File: config.mk
export PLATFORM = sky130hd
export DESIGN_NAME = link_reconnect_backoff_fsm_flat
export DESIGN_NICKNAME = d
export VERILOG_FILES = /design/src/hdl/lrb_pkg.sv /design/src/hdl/lrb_poll_if.sv /design/src/hdl/lrb_ctrl.sv /design/src/hdl/lrb_dp.sv /design/src/hdl/link_reconnect_backoff_fsm.sv /design/src/flat_wrapper.sv
export SDC_FILE = /design/constraint.sdc
export NUM_CORES = 1
export LEC_CHECK = 0
export ABC_AREA = 1
export BUFFER_PORTS_ARGS = -buffer_cell sky130_fd_sc_hd__buf_2
export CELL_PAD_IN_SITES_DETAIL_PLACEMENT = 0
export CELL_PAD_IN_SITES_GLOBAL_PLACEMENT = 1
export CORE_ASPECT_RATIO = 1.5
export CORE_MARGIN = 10
export CORE_UTILIZATION = 42
export DETAILED_ROUTE_END_ITERATION = 8
export PLACE_DENSITY = 0.84
export SYNTH_ARGS = -nofsm -noshare
export SYNTH_HDL_FRONTEND = slang
export SYNTH_HIERARCHICAL = 1
export SYNTH_SLANG_ARGS = --single-unit
File: constraint.sdc
create_clock -name clk -period 5.63 [get_ports clk]
set_input_delay 1.126 -clock clk [delete_from_list [all_inputs] [get_ports clk]]
set_output_delay 1.126 -clock clk [all_outputs]
set_load 0.03 [all_outputs]
File: src/hdl/lrb_pkg.sv
// Shared types and constants of the link reconnect backoff controller.
// Used by the interfaces, the controller, the datapath and the top level.
`default_nettype none

package lrb_pkg;

	// Reported link state, also the stored connection mode
	typedef enum logic [2:0] {
		ST_DISABLED   = 3'd0,
		ST_IDLE       = 3'd1,
		ST_CONNECTING = 3'd2,
		ST_CONNECTED  = 3'd3,
		ST_FAILED     = 3'd4
	} link_state_t;

	// Event reported with each result
	typedef enum logic [1:0] {
		EV_NONE = 2'd0,
		EV_UP   = 2'd1,
		EV_DOWN = 2'd2
	} link_event_t;

	// Configuration port geometry and register indexes
	localparam int CFG_IDX_W  = 8;
	localparam int CFG_DATA_W = 32;
	localparam logic [CFG_IDX_W-1:0] REG_ENABLED     = 8'd0;
	localparam logic [CFG_IDX_W-1:0] REG_TIMEOUT_MS  = 8'd1;
	localparam logic [CFG_IDX_W-1:0] REG_BACKOFF_BASE = 8'd2;
	localparam logic [CFG_IDX_W-1:0] REG_BACKOFF_MAX = 8'd3;

	// Register reset values
	localparam logic [CFG_DATA_W-1:0] TIMEOUT_RST = 32'd12000;
	localparam logic [CFG_DATA_W-1:0] BASE_RST    = 32'd2000;
	localparam logic [CFG_DATA_W-1:0] MAX_RST     = 32'd60000;

	// Failure counter
	localparam int FAIL_W = 8;
	localparam logic [FAIL_W-1:0] FAIL_MAX = 8'd255;

	// Backoff delay register: one bit of headroom over a doubled config value
	localparam int DELAY_W = CFG_DATA_W + 1;

	// Controller to datapath commands
	typedef struct packed {
		logic capture;   // take the poll into the input register
		logic dly_load;  // start the backoff doubling loop
		logic dly_step;  // one doubling
		logic commit;    // update link state and write the result register
	} lrb_cmd_t;

	// Datapath to controller status
	typedef struct packed {
		logic need_backoff; // this poll ends a timed-out attempt
		logic dly_done;     // backoff loop finished
		logic out_free;     // result register can take a new result
	} lrb_sts_t;

endpackage

`default_nettype wire

File: src/hdl/lrb_poll_if.sv
// Poll, result and configuration channel interfaces.
// Depends on lrb_pkg for field widths.
`default_nettype none

interface lrb_poll_if #(
	parameter int TIME_WIDTH = 32
);
	logic                  valid;
	logic                  ready;
	logic [TIME_WIDTH-1:0] now_ms;
	logic                  link_up;

	modport source (output valid, output now_ms, output link_up, input ready);
	modport sink (input valid, input now_ms, input link_up, output ready);
endinterface

interface lrb_result_if;
	logic       valid;
	logic       ready;
	logic [2:0] link_state;
	logic       start_attempt;
	logic [1:0] link_event;
	logic [7:0] failure_count;

	modport source (output valid, output link_state, output start_attempt,
		output link_event, output failure_count, input ready);
	modport sink (input valid, input link_state, input start_attempt,
		input link_event, input failure_count, output ready);
endinterface

interface lrb_cfg_if;
	logic                          valid;
	logic                          ready;
	logic [lrb_pkg::CFG_IDX_W-1:0]  index;
	logic [lrb_pkg::CFG_DATA_W-1:0] data;

	modport source (output valid, output index, output data, input ready);
	modport sink (input valid, input index, input data, output ready);
endinterface

`default_nettype wire

File: src/hdl/lrb_ctrl.sv
// Sequencing controller of the link reconnect backoff block.
// Depends on lrb_pkg (command and status structs).
`default_nettype none

module lrb_ctrl (
	input  wire logic              clk,
	input  wire logic              arst_n,
	input  wire logic              poll_valid,
	output logic                   poll_ready,
	input  wire lrb_pkg::lrb_sts_t sts,
	output lrb_pkg::lrb_cmd_t      cmd
);
	import lrb_pkg::*;

	typedef enum logic [1:0] {
		S_IDLE,
		S_EVAL,
		S_DLY
	} ctrl_state_t;

	ctrl_state_t state_q;

	// Hold state; advance on capture, backoff and commit
	always_ff @(posedge clk or negedge arst_n) begin
		if (!arst_n) begin
			state_q <= S_IDLE;
		end else begin
			unique case (state_q)
				S_IDLE: begin
					if (poll_valid) state_q <= S_EVAL;
				end
				S_EVAL: begin
					if (sts.need_backoff) state_q <= S_DLY;
					else if (sts.out_free) state_q <= S_IDLE;
				end
				S_DLY: begin
					if (sts.dly_done && sts.out_free) state_q <= S_IDLE;
				end
				default: state_q <= S_IDLE;
			endcase
		end
	end

	// Decode commands from state and status
	always_comb begin
		cmd        = '0;
		poll_ready = 1'b0;
		unique case (state_q)
			S_IDLE: begin
				poll_ready  = 1'b1;
				cmd.capture = poll_valid;
			end
			S_EVAL: begin
				cmd.dly_load = sts.need_backoff;
				cmd.commit   = !sts.need_backoff && sts.out_free;
			end
			S_DLY: begin
				cmd.dly_step = !sts.dly_done;
				cmd.commit   = sts.dly_done && sts.out_free;
			end
			default: begin
				cmd = '0;
			end
		endcase
	end

endmodule

`default_nettype wire

File: src/hdl/lrb_dp.sv
// Datapath of the link reconnect backoff block: configuration registers,
// poll register, link mode and timers, backoff doubling loop, result register.
// Depends on lrb_pkg.
`default_nettype none

module lrb_dp #(
	parameter int TIME_WIDTH = 32
) (
	input  wire logic                               clk,
	input  wire logic                               arst_n,
	input  wire lrb_pkg::lrb_cmd_t                  cmd,
	output lrb_pkg::lrb_sts_t                       sts,
	// poll payload
	input  wire logic [TIME_WIDTH-1:0]              poll_now_ms,
	input  wire logic                               poll_link_up,
	// configuration writes
	input  wire logic                               cfg_we,
	input  wire logic [lrb_pkg::CFG_IDX_W-1:0]       cfg_index,
	input  wire logic [lrb_pkg::CFG_DATA_W-1:0]      cfg_data,
	// result channel
	output logic                                    res_valid,
	input  wire logic                               res_ready,
	output logic [2:0]                              res_link_state,
	output logic                                    res_start_attempt,
	output logic [1:0]                              res_link_event,
	output logic [lrb_pkg::FAIL_W-1:0]               res_failure_count
);
	import lrb_pkg::*;

	// Common width for time and delay sums and compares
	localparam int WW = (TIME_WIDTH > CFG_DATA_W) ? TIME_WIDTH : CFG_DATA_W;

	// Configuration registers
	logic                  enabled_q;
	logic [CFG_DATA_W-1:0] timeout_q;
	logic [CFG_DATA_W-1:0] base_q;
	logic [CFG_DATA_W-1:0] max_q;

	// Poll register
	logic [TIME_WIDTH-1:0] now_q;
	logic                  link_up_q;

	// Link state
	link_state_t           mode_q;
	logic [TIME_WIDTH-1:0] start_time_q;
	logic [TIME_WIDTH-1:0] next_time_q;
	logic [FAIL_W-1:0]     failures_q;

	// Backoff loop
	logic [DELAY_W-1:0]    delay_q;
	logic [FAIL_W-1:0]     step_q;
	logic [FAIL_W-1:0]     count_q;

	// Result register
	logic                  out_valid_q;
	link_state_t           out_state_q;
	logic                  out_start_q;
	link_event_t           out_event_q;
	logic [FAIL_W-1:0]     out_fail_q;

	logic [TIME_WIDTH-1:0] elapsed;
	logic                  timed_out;
	logic                  due;
	logic [FAIL_W-1:0]     fail_inc;
	logic [DELAY_W-1:0]    max_ext;
	logic                  dly_more;
	logic [CFG_DATA_W-1:0] delay_cap;
	logic [TIME_WIDTH-1:0] lost_next;
	logic [TIME_WIDTH-1:0] retry_next;

	link_state_t           mode_d;
	logic [TIME_WIDTH-1:0] start_time_d;
	logic [TIME_WIDTH-1:0] next_time_d;
	logic [FAIL_W-1:0]     failures_d;
	logic                  start_d;
	link_event_t           event_d;

	// Write configuration registers
	always_ff @(posedge clk or negedge arst_n) begin
		if (!arst_n) begin
			enabled_q <= 1'b0;
			timeout_q <= TIMEOUT_RST;
			base_q    <= BASE_RST;
			max_q     <= MAX_RST;
		end else if (cfg_we) begin
			unique case (cfg_index)
				REG_ENABLED:      enabled_q <= cfg_data[0];
				REG_TIMEOUT_MS:   timeout_q <= cfg_data;
				REG_BACKOFF_BASE: base_q    <= cfg_data;
				REG_BACKOFF_MAX:  max_q     <= cfg_data;
				default: ;
			endcase
		end
	end

	// Capture the accepted poll
	always_ff @(posedge clk) begin
		if (cmd.capture) begin
			now_q     <= poll_now_ms;
			link_up_q <= poll_link_up;
		end
	end

	// Attempt timing and scheduled-retry tests
	assign elapsed   = now_q - start_time_q;
	assign timed_out = WW'(elapsed) > WW'(timeout_q);
	assign due       = now_q >= next_time_q;
	assign fail_inc  = (failures_q == FAIL_MAX) ? failures_q : failures_q + 1'b1;
	assign lost_next = TIME_WIDTH'(WW'(now_q) + WW'(base_q));

	// Backoff loop: double while below the cap and failures remain
	assign max_ext    = {1'b0, max_q};
	assign dly_more   = (step_q < count_q) && (delay_q < max_ext) && (delay_q != '0);
	assign delay_cap  = (delay_q > max_ext) ? max_q : delay_q[CFG_DATA_W-1:0];
	assign retry_next = TIME_WIDTH'(WW'(now_q) + WW'(delay_cap));

	always_ff @(posedge clk) begin
		if (cmd.dly_load) begin
			delay_q <= {1'b0, base_q};
			step_q  <= '0;
			count_q <= fail_inc;
		end else if (cmd.dly_step) begin
			delay_q <= {delay_q[DELAY_W-2:0], 1'b0};
			step_q  <= step_q + 1'b1;
		end
	end

	// Next link state for the held poll
	always_comb begin
		mode_d       = mode_q;
		start_time_d = start_time_q;
		next_time_d  = next_time_q;
		failures_d   = failures_q;
		start_d      = 1'b0;
		event_d      = EV_NONE;
		unique case (mode_q) inside
			ST_IDLE, ST_FAILED: begin
				if (due) begin
					start_time_d = now_q;
					mode_d       = ST_CONNECTING;
					start_d      = 1'b1;
				end
			end
			ST_CONNECTING: begin
				if (link_up_q) begin
					mode_d     = ST_CONNECTED;
					failures_d = '0;
					event_d    = EV_UP;
				end else if (timed_out) begin
					failures_d  = fail_inc;
					mode_d      = ST_FAILED;
					next_time_d = retry_next;
				end
			end
			ST_CONNECTED: begin
				if (!link_up_q) begin
					mode_d      = ST_FAILED;
					next_time_d = lost_next;
					event_d     = EV_DOWN;
				end
			end
			default: mode_d = ST_IDLE;
		endcase
	end

	// Commit link state; hold everything while disabled
	always_ff @(posedge clk or negedge arst_n) begin
		if (!arst_n) begin
			mode_q       <= ST_IDLE;
			start_time_q <= '0;
			next_time_q  <= '0;
			failures_q   <= '0;
		end else if (cmd.commit && enabled_q) begin
			mode_q       <= mode_d;
			start_time_q <= start_time_d;
			next_time_q  <= next_time_d;
			failures_q   <= failures_d;
		end
	end

	// Result register: set on commit, drop on transfer
	always_ff @(posedge clk or negedge arst_n) begin
		if (!arst_n) begin
			out_valid_q <= 1'b0;
		end else if (cmd.commit) begin
			out_valid_q <= 1'b1;
		end else if (res_ready) begin
			out_valid_q <= 1'b0;
		end
	end

	always_ff @(posedge clk) begin
		if (cmd.commit) begin
			out_state_q <= enabled_q ? mode_d : ST_DISABLED;
			out_start_q <= enabled_q && start_d;
			out_event_q <= enabled_q ? event_d : EV_NONE;
			out_fail_q  <= enabled_q ? failures_d : failures_q;
		end
	end

	assign res_valid         = out_valid_q;
	assign res_link_state    = out_state_q;
	assign res_start_attempt = out_start_q;
	assign res_link_event    = out_event_q;
	assign res_failure_count = out_fail_q;

	// Status to the controller
	assign sts.need_backoff = enabled_q && (mode_q == ST_CONNECTING) && !link_up_q
		&& timed_out;
	assign sts.dly_done     = !dly_more;
	assign sts.out_free     = !out_valid_q || res_ready;

	// A commit never overwrites a result that is still waiting
	a_no_overwrite: assert property (@(posedge clk) disable iff (!arst_n)
		cmd.commit |-> (!out_valid_q || res_ready))
		else $error("result register overwritten");

	// A commit always presents a result next cycle
	a_commit_shows: assert property (@(posedge clk) disable iff (!arst_n)
		cmd.commit |=> out_valid_q)
		else $error("commit without result");

	// The doubling loop never steps past its end
	a_step_bound: assert property (@(posedge clk) disable iff (!arst_n)
		cmd.dly_step |-> dly_more)
		else $error("backoff step after loop end");

	// A saturated failure count only holds or clears
	a_fail_sat: assert property (@(posedge clk) disable iff (!arst_n)
		(failures_q == FAIL_MAX) |=> (failures_q == FAIL_MAX || failures_q == '0))
		else $error("failure count wrapped");

endmodule

`default_nettype wire

File: src/hdl/link_reconnect_backoff_fsm.sv
// Top level of the link reconnect controller with capped exponential backoff.
// Depends on lrb_pkg, the channel interfaces, lrb_ctrl and lrb_dp.
//
//   channel  dir  handshake      payload
//   poll     in   valid/ready    now_ms[TIME_WIDTH], link_up
//   result   out  valid/ready    link_state[3], start_attempt, link_event[2],
//                                failure_count[8]
//   cfg      in   valid/ready    index[8], data[32]; ready is always high
//
// A poll is captured, then evaluated and committed. A poll that ends a timed-out
// attempt also runs the backoff loop of n doublings between evaluation and commit
// (n at most 32), one doubling per cycle.
// One poll is in flight at a time; a finished result waits in the result
// register while the next poll is taken, and a full result register stalls
// the commit. Reset gives idle mode, zero timers and counts, disabled.
`default_nettype none

module link_reconnect_backoff_fsm #(
	parameter int TIME_WIDTH = 32
) (
	input  wire logic    clk,
	input  wire logic    arst_n,
	lrb_poll_if.sink     poll,
	lrb_result_if.source result,
	lrb_cfg_if.sink      cfg
);
	import lrb_pkg::*;

	lrb_cmd_t cmd;
	lrb_sts_t sts;
	logic     poll_ready;

	assign poll.ready = poll_ready;
	assign cfg.ready  = 1'b1;

	lrb_ctrl u_ctrl (
		.clk        (clk),
		.arst_n     (arst_n),
		.poll_valid (poll.valid),
		.poll_ready (poll_ready),
		.sts        (sts),
		.cmd        (cmd)
	);

	lrb_dp #(
		.TIME_WIDTH (TIME_WIDTH)
	) u_dp (
		.clk               (clk),
		.arst_n            (arst_n),
		.cmd               (cmd),
		.sts               (sts),
		.poll_now_ms       (poll.now_ms),
		.poll_link_up      (poll.link_up),
		.cfg_we            (cfg.valid),
		.cfg_index         (cfg.index),
		.cfg_data          (cfg.data),
		.res_valid         (result.valid),
		.res_ready         (result.ready),
		.res_link_state    (result.link_state),
		.res_start_attempt (result.start_attempt),
		.res_link_event    (result.link_event),
		.res_failure_count (result.failure_count)
	);

endmodule

`default_nettype wire
File: src/flat_wrapper.sv
// flat-port wrapper written by rule: the top's interface ports become plain ports
module link_reconnect_backoff_fsm_flat import lrb_pkg::*;
#(
	parameter int TIME_WIDTH = 32
)
  (clk, arst_n, poll_valid, poll_now_ms, poll_link_up, poll_ready, result_valid, result_link_state, result_start_attempt, result_link_event, result_failure_count, result_ready, cfg_valid, cfg_index, cfg_data, cfg_ready);
  lrb_poll_if #(.TIME_WIDTH(TIME_WIDTH)) poll_i ();
  lrb_result_if result_i ();
  lrb_cfg_if cfg_i ();
  input  wire logic clk;
  input  wire logic arst_n;
  input wire logic [$bits(poll_i.valid)-1:0] poll_valid;
  input wire logic [$bits(poll_i.now_ms)-1:0] poll_now_ms;
  input wire logic [$bits(poll_i.link_up)-1:0] poll_link_up;
  output wire logic [$bits(poll_i.ready)-1:0] poll_ready;
  output wire logic [$bits(result_i.valid)-1:0] result_valid;
  output wire logic [$bits(result_i.link_state)-1:0] result_link_state;
  output wire logic [$bits(result_i.start_attempt)-1:0] result_start_attempt;
  output wire logic [$bits(result_i.link_event)-1:0] result_link_event;
  output wire logic [$bits(result_i.failure_count)-1:0] result_failure_count;
  input wire logic [$bits(result_i.ready)-1:0] result_ready;
  input wire logic [$bits(cfg_i.valid)-1:0] cfg_valid;
  input wire logic [$bits(cfg_i.index)-1:0] cfg_index;
  input wire logic [$bits(cfg_i.data)-1:0] cfg_data;
  output wire logic [$bits(cfg_i.ready)-1:0] cfg_ready;
  assign poll_i.valid = poll_valid;
  assign poll_i.now_ms = poll_now_ms;
  assign poll_i.link_up = poll_link_up;
  assign poll_ready = poll_i.ready;
  assign result_valid = result_i.valid;
  assign result_link_state = result_i.link_state;
  assign result_start_attempt = result_i.start_attempt;
  assign result_link_event = result_i.link_event;
  assign result_failure_count = result_i.failure_count;
  assign result_i.ready = result_ready;
  assign cfg_i.valid = cfg_valid;
  assign cfg_i.index = cfg_index;
  assign cfg_i.data = cfg_data;
  assign cfg_ready = cfg_i.ready;
  link_reconnect_backoff_fsm #(.TIME_WIDTH(TIME_WIDTH)) u_core (.clk(clk), .arst_n(arst_n), .poll(poll_i), .result(result_i), .cfg(cfg_i));
endmodule
==> results.py, run 1 <==
metrics = {
    "route": {
        "drtAntennaViolNets": 0,
        "routed_via_density": 5.16,
        "drt_first_pass_iters": 5,
        "dr_total_vias": 14900,
        "drtIter0Drc": 829,
        "avgRoutedWirePerCell_um": 17.8,
        "drt-total-wl_um": 51400,
        "drcViolationCount": 0,
    },
    "setup_path": {
        "path_cells": "ha_1, nand2_1, nor4_1, nand3_1, nand3_1, a21oi_1, xor2_1, ha_1, nand2_1, nor2_1, nand2_1, nor4_2, nand4_1, nand3_2, nor2_1, nand3b_1, a21boi_4, buf_6, nand2_4, nand2_1, o21ai_0",
        "cpMostUsedCell": "nand2_1",
        "timing.rr.end": "u_core/u_dp/start_time_q[0]",
        "arrival_ns": 5.73,
        "slowest_delay_ns": 0.68,
        "r2r-start": "u_core/u_dp/now_q[22]",
        "setup.worst_path.class": "reg -> reg",
        "worstSetupEndpointType": "register",
        "critPathLaunchType": "register",
        "cpMaxStageDelayCell": "nor4_1",
        "critPathRequiredTime_ns": 6.06,
        "path_max_fanout": 35,
        "worst_r2r_path_depth": 21,
        "rrSetupSlack_ns": 0.33,
    },
    "die": {
        "die_h_um": 270,
        "start_util": 0.424,
        "ios": 95,
        "dieArea_um2": 50200,
        "die_w_um": 186,
        "row_count": 91,
        "coreArea_um2": 41100,
    },
    "placement": {
        "pre_cts_slack_ns": 0.197,
        "hpwl_um": 40300,
        "place_congestion": 0.948,
        "port_buffers": 93,
    },
    "synthesis": {
        "synth_edf_count": 87,
        "synth_top_area_share": 0.221,
        "ys_top_cells_by_area": "dfrtp_1 22%, edfxtp_1 15%, nand2_1 13%",
        "ys_ff_latch": 271,
        "syn_area_um2": 17400,
        "synthesis.nets": 2462,
        "async_flop_share": 0.646,
        "synth.avg_cell_area_um2": 7.88,
        "yosys_most_used_dff": "dfrtp_1",
        "ys_types": 53,
        "synthCells": 2211,
        "synth_top_cell_by_area": "dfrtp_1",
        "yosysSeqAreaShare": 0.413,
        "yosys_warnings": 6,
    },
    "pwr": {
        "max-vdd-ir-drop_mv": 0.304,
        "power.switching_w": 0.00348,
        "p_leak_nw": 9.23,
        "seq_power_share": 0.305,
        "combPwrFrac": 0.453,
        "internal-power_w": 0.00473,
        "p_per_area_nw_per_um2": 418,
        "netSwitchingFraction": 0.424,
        "pwr-share-clk": 0.241,
    },
    "sta": {
        "rsz0062_at_grt": "false",
        "slew_headroom": 0.507,
        "slew_viol_final": 0,
        "setup_violations": 0,
        "setup_slack_ns": 0.332,
        "fin_crit_sh": 0.941,
        "fin_tns_setup_ns": 0,
        "final.setup_skew_ns": 0.0233,
        "hold_violations": 0,
        "period_needed_ns": 5.30,
        "worst_pin_slew_ns": 0.733,
        "fmax_ghz": 0.189,
    },
    "clocking": {
        "cts_made_buffers": 29,
        "clock_sinks": 271,
        "cts_tree": "done",
        "cts-root-buf": "clkbuf_16",
        "clock_latency_ns": 0.58,
        "hold_buffers": 0,
        "htree_levels": 1,
        "clk_pin_slew_ns": 0.06,
        "cts.path.max_buffers": 3,
    },
    "outcome": {
        "status": "finished clean",
    },
    "final_layout": {
        "final_common_cell": "nand2_1",
        "layout_common_cells": "606 x nand2_1, 313 x inv_1, 180 x o21ai_0, 171 x ha_1, 154 x dfrtp_1",
        "nFillCells": 3990,
        "area_growth_pct": 12.9,
        "multi_input_area_um2": 8810,
        "final_nets": 2560,
        "drive_above_1_share": 0.0965,
        "regArea_um2": 7200,
        "diodes": 0,
    },
    "global_route": {
        "grt_pass1_vias": 15300,
        "antenna_found_initial": 0,
        "grt_overflow": 0,
        "grt_usage": 0.199,
        "grt_max_degree": 65,
        "grt_pass1_wl_um": 80700,
    },
    "job": {
        "drv_cap": 0,
    },
    "hold_path": {
        "min_path_cells": 2,
        "min_delay_worst_endpoint": "u_core/u_dp/start_time_q[27]",
        "hold_class": "reg -> reg",
        "hp-start": "u_core/u_dp/start_time_q[27]",
    },
}
-- how the worst max path moves through the flow --
stage	depth (start not counted)	slack (ns)	end	from
global placement	28	0.40	u_core/u_dp/next_time_q[23]	u_core/u_dp/now_q[0]
global route	29	0.02	u_core/u_dp/next_time_q[26]	u_core/u_dp/now_q[0]
detailed placement	28	0.20	u_core/u_dp/next_time_q[27]	u_core/u_dp/now_q[0]
CTS	27	0.19	u_core/u_dp/next_time_q[4]	u_core/u_dp/now_q[0]
finish	21	0.33	u_core/u_dp/start_time_q[0]	u_core/u_dp/now_q[22]
floorplan	30	0.02	u_core/u_dp/failures_q[5]	u_core/u_dp/now_q[0]
-- area by class of cell --
type / count / share of cell area
repair buffers: 124 / 0.0394
flip-flops and latches: 271 / 0.366
clock buffers: 34 / 0.0416
inverters: 319 / 0.0609
clock inverters: 20 / 0.00903
well taps: 558 / 0.0355
multi-input cells: 1564 / 0.448
-- kinds of logic (layout without fill, tap and decap cells) --
| logic type | count (synthesis) | count (layout) | synth area share |
|---|---|---|---|
| AOI/OAI and AO/OA | 438 | 438 | 0.138 |
| xor gates and xnor gates | 61 | 61 | 0.0306 |
| adders and majority gates | 173 | 173 | 0.125 |
| buffers and inverters | 376 | 497 | 0.0841 |
| DFF | 271 | 271 | 0.413 |
| other | 1 | 1 | 0.000215 |
| and+or+nand+nor | 891 | 891 | 0.210 |
-- Yosys cell counts, types with 3 or more instances --
cell type	instances
a21boi_0	5
a21boi_1	3
a21o_1	7
a21oi_1	129
a31oi_1	41
buf_2	8
buf_4	6
buf_6	3
clkbuf_1	40
dfrtp_1	154
dfstp_2	21
dfxtp_1	9
edfxtp_1	87
ha_1	171
inv_1	314
inv_2	4
nand2_1	610
nand3_1	76
nand3b_1	3
nand4_1	15
nor2_1	137
nor2_4	3
nor3_1	19
nor4_1	14
o211ai_1	21
o21a_1	6
o21ai_0	180
o21ai_1	34
o21bai_1	3
xnor2_1	18
xor2_1	43
-- sequential cells by signal, indices dropped and copies added, names as in the netlist, 2 cells and up --
name	cells
u_core/u_dp/res_failure_count	8
u_core/u_dp/next_time_q	32
u_core/u_dp/base_q	32
u_core/u_dp/start_time_q	32
u_core/u_ctrl/state_q	2
u_core/u_dp/failures_q	8
u_core/u_dp/res_link_state	3
u_core/u_dp/step_q	8
u_core/u_dp/max_q	32
u_core/u_dp/count_q	8
u_core/u_dp/now_q	32
u_core/u_dp/delay_q	33
u_core/u_dp/timeout_q	32
u_core/u_dp/res_link_event	2
u_core/u_dp/mode_q	3
-- timing repair --
action / 4_1_cts / 5_1_grt
setup endpoints to repair: 0 / 87
resized for setup: 0 / 5
buffers inserted: 0 / 2
-- metrics by stage --
stage                     hold WS [ns]  instances  instance area [um^2]  utilization  total power [W]
after floorplan                  0.442       2211                 17400            -          0.00505
after global placement           0.454       2833                 18600        0.453          0.00617
final                            0.473       2890                 19700        0.479          0.00822
after detailed placement         0.460       2833                 18600        0.453          0.00622
after CTS                        0.476       2887                 19600        0.477          0.00823
after global routing             0.491       2890                 19700        0.479          0.00882
-- power by group through the flow --
stage	registers, W	logic [W]	clock network (W)
6_report	0.00251	0.00373	0.00198
2_1_floorplan	0.00254	0.00251	0
4_1_cts	0.00251	0.00370	0.00203
3_5_place_dp	0.00254	0.00368	0
3_3_place_gp	0.00254	0.00363	0
5_1_grt	0.00254	0.00416	0.00212
-- critical path, delay by kind of cell (launching register included) --
| family | cells | cell delay, ns |
|---|---|---|
| flops | 1 | 0.50 |
| compound gates | 3 | 0.39 |
| xor+xnor | 1 | 0.17 |
| buf+inv | 1 | 0.29 |
| simple gates | 14 | 3.06 |
| fa+ha+maj | 2 | 0.71 |
-- layer usage --
metal | up-vias | GRT usage | share of wire
met5 | - | 0 | 0
met4 | 0 | 0.0905 | 0.046
met3 | 99 | 0.0239 | 0.041
met2 | 321 | 0.371 | 0.52
met1 | 7035 | 0.220 | 0.39
li1 | 7471 | - | -
No activity file was read; power rests on OpenSTA's default activity.
==> run 2, diff against run 1 <==
- PLACE_DENSITY: 0.84 -> not set
- PLACE_DENSITY_LB_ADDON: not set -> 0.1
==> results.py, run 2 (same netlist as run 1, synthesis figures left out) <==
metrics = {
    "final_layout": {
        "layout_common_cells": "607 x nand2_1, 312 x inv_1, 179 x o21ai_0, 171 x ha_1, 154 x dfrtp_1",
        "fin_area_um2": 19900,
        "area_growth_pct": 14.0,
        "nFillCells": 4090,
        "final_nets": 2568,
        "drive_above_1_share": 0.100,
        "largest_reg_flops": 33,
        "final_common_cell": "nand2_1",
        "diodes": 0,
        "top_register": "u_core/u_dp/delay_q",
    },
    "route": {
        "routed_via_density": 5.15,
        "drt-total-wl_um": 54300,
        "avgRoutedWirePerCell_um": 18.7,
        "drtIter0Drc": 711,
        "drt_first_pass_iters": 5,
        "drcViolationCount": 0,
        "dr_total_vias": 14900,
        "drtAntennaViolNets": 0,
    },
    "setup_path": {
        "cpMaxStageDelayCell": "edfxtp_1",
        "arrival_ns": 5.69,
        "r2r-start": "u_core/u_dp/now_q[20]",
        "worstSetupEndpointType": "register",
        "crit_start": "u_core/u_dp/now_q[20]",
        "path_max_fanout": 30,
        "slowest_delay_ns": 0.49,
        "critPathRequiredTime_ns": 6.08,
        "setup.worst_path.class": "reg -> reg",
        "critPathLaunchType": "register",
        "cpMostUsedCell": "nand2_1",
        "cp_num_buf_inv": 4,
        "cp_top_family": "simple AND/OR/NAND/NOR gates",
    },
    "hold_path": {
        "hp-start": "u_core/u_dp/step_q[7]",
        "hold_class": "reg -> reg",
    },
    "global_route": {
        "grt_pass1_vias": 15200,
        "grtUsageMet2": 0.396,
        "grt_pass1_wl_um": 84600,
        "grtUsageMet3": 0.0220,
        "grt_overflow": 0,
        "grt_usage": 0.211,
        "antenna_found_initial": 0,
        "gr-usage-met1": 0.240,
        "busiest_layer": "met2",
        "grt_max_degree": 91,
    },
    "sta": {
        "fmax_ghz": 0.191,
        "slew_viol_final": 0,
        "fin_crit_sh": 0.932,
        "fin_tns_setup_ns": 0,
        "setup_slack_ns": 0.383,
        "setup_violations": 0,
        "hold_violations": 0,
        "slew_headroom": 0.379,
        "period_needed_ns": 5.25,
        "worst_pin_slew_ns": 0.922,
        "rsz0062_at_grt": "false",
        "final.setup_skew_ns": 0.0265,
    },
    "job": {
        "drv_cap": 0,
    },
    "die": {
        "dieArea_um2": 50200,
        "ios": 95,
        "die_h_um": 270,
        "die_w_um": 186,
        "start_util": 0.424,
        "coreArea_um2": 41100,
        "row_count": 91,
    },
    "placement": {
        "place_area_um2": 18600,
        "pre_cts_slack_ns": 0.0182,
        "place_congestion": 0.916,
        "port_buffers": 93,
        "hpwl_um": 41700,
    },
    "clocking": {
        "cts.path.max_buffers": 3,
        "hold_buffers": 0,
        "cts_tree": "done",
        "clock_sinks": 271,
        "cts_made_buffers": 30,
        "cts-root-buf": "clkbuf_16",
        "clk_pin_slew_ns": 0.06,
        "htree_levels": 1,
        "clock_latency_ns": 0.58,
    },
    "pwr": {
        "p_per_area_nw_per_um2": 429,
        "max-vdd-ir-drop_mv": 0.207,
        "p_leak_nw": 9.32,
        "fin_total_pwr_w": 0.00853,
    },
    "outcome": {
        "status": "finished clean",
    },
}
[run 2: cell types whose count changed in the layout (fill, tap and decap cells not counted), moves of 3 or more]
cell | previous run | this run
bufinv_16 | 2 | 5
clkbuf_16 | 33 | 36
buf_4 | 25 | 32
clkinvlp_4 | 5 | 1
clkinv_2 | 5 | 8
clkinv_4 | 4 | 0
[run 2: final timing paths]
path                                                     to  slack (ns)  cells after the start
worst min-delay path                  u_core/u_dp/step_q[7]        0.47                      2
min in group asynchronous        u_core/u_dp/next_time_q[6]        0.61                      1
worst max register to register  u_core/u_dp/next_time_q[25]        0.38                     26
worst min register to register        u_core/u_dp/step_q[7]        0.47                      2
max in group asynchronous            u_core/u_dp/base_q[28]        3.88                      2
worst max-delay path            u_core/u_dp/next_time_q[25]        0.38                     26
[run 2: layout make-up]
type                       instances  area, um^2  area share
multi-input combinational       1564        8820       0.444
sequential                       271        7200       0.362
inverter                         319        1200      0.0602
clock buffer                      38         897      0.0451
timing repair buffer             131         840      0.0422
tap                              558         698      0.0351
clock inverter                    18         228      0.0115
[run 2: worst reg2reg max path: cells and delay by family, from the launching register on]
kind | cells | cell delay, ns
fa+ha+maj | 2 | 0.61
simple gates | 15 | 2.47
compound gates | 4 | 0.65
flops | 1 | 0.49
buf+inv | 4 | 0.68
xor+xnor | 1 | 0.23
[run 2: metal layers]
metal,wire length (um),vias to the layer above
met1,21800,7064
li1,-,7476
met3,1860,87
met2,28700,305
met4,1950,0
met5,0,-
[run 2: stage by stage]
step | hold WS, ns | instances | util
floorplan | 0.442 | 2211 | -
detailed placement | 0.459 | 2837 | 0.454
finish | 0.474 | 2899 | 0.484
CTS | 0.475 | 2893 | 0.481
global placement | 0.455 | 2837 | 0.454
global route | 0.487 | 2899 | 0.484
[run 2: repair_timing]
action | 4_1_cts | 5_1_grt
pin swaps | 0 | 3
setup endpoints to repair | 1 | 75
hold endpoints to repair | 0 | 0
cloned | 0 | 1
buffers inserted | 0 | 5
resized for setup | 1 | 5
[run 2: power breakdown]
group          switching [W]  total, W  internal [W]
combinational        0.00251   0.00379       0.00128
sequential          0.000172   0.00251       0.00233
clock               0.000876   0.00224       0.00136
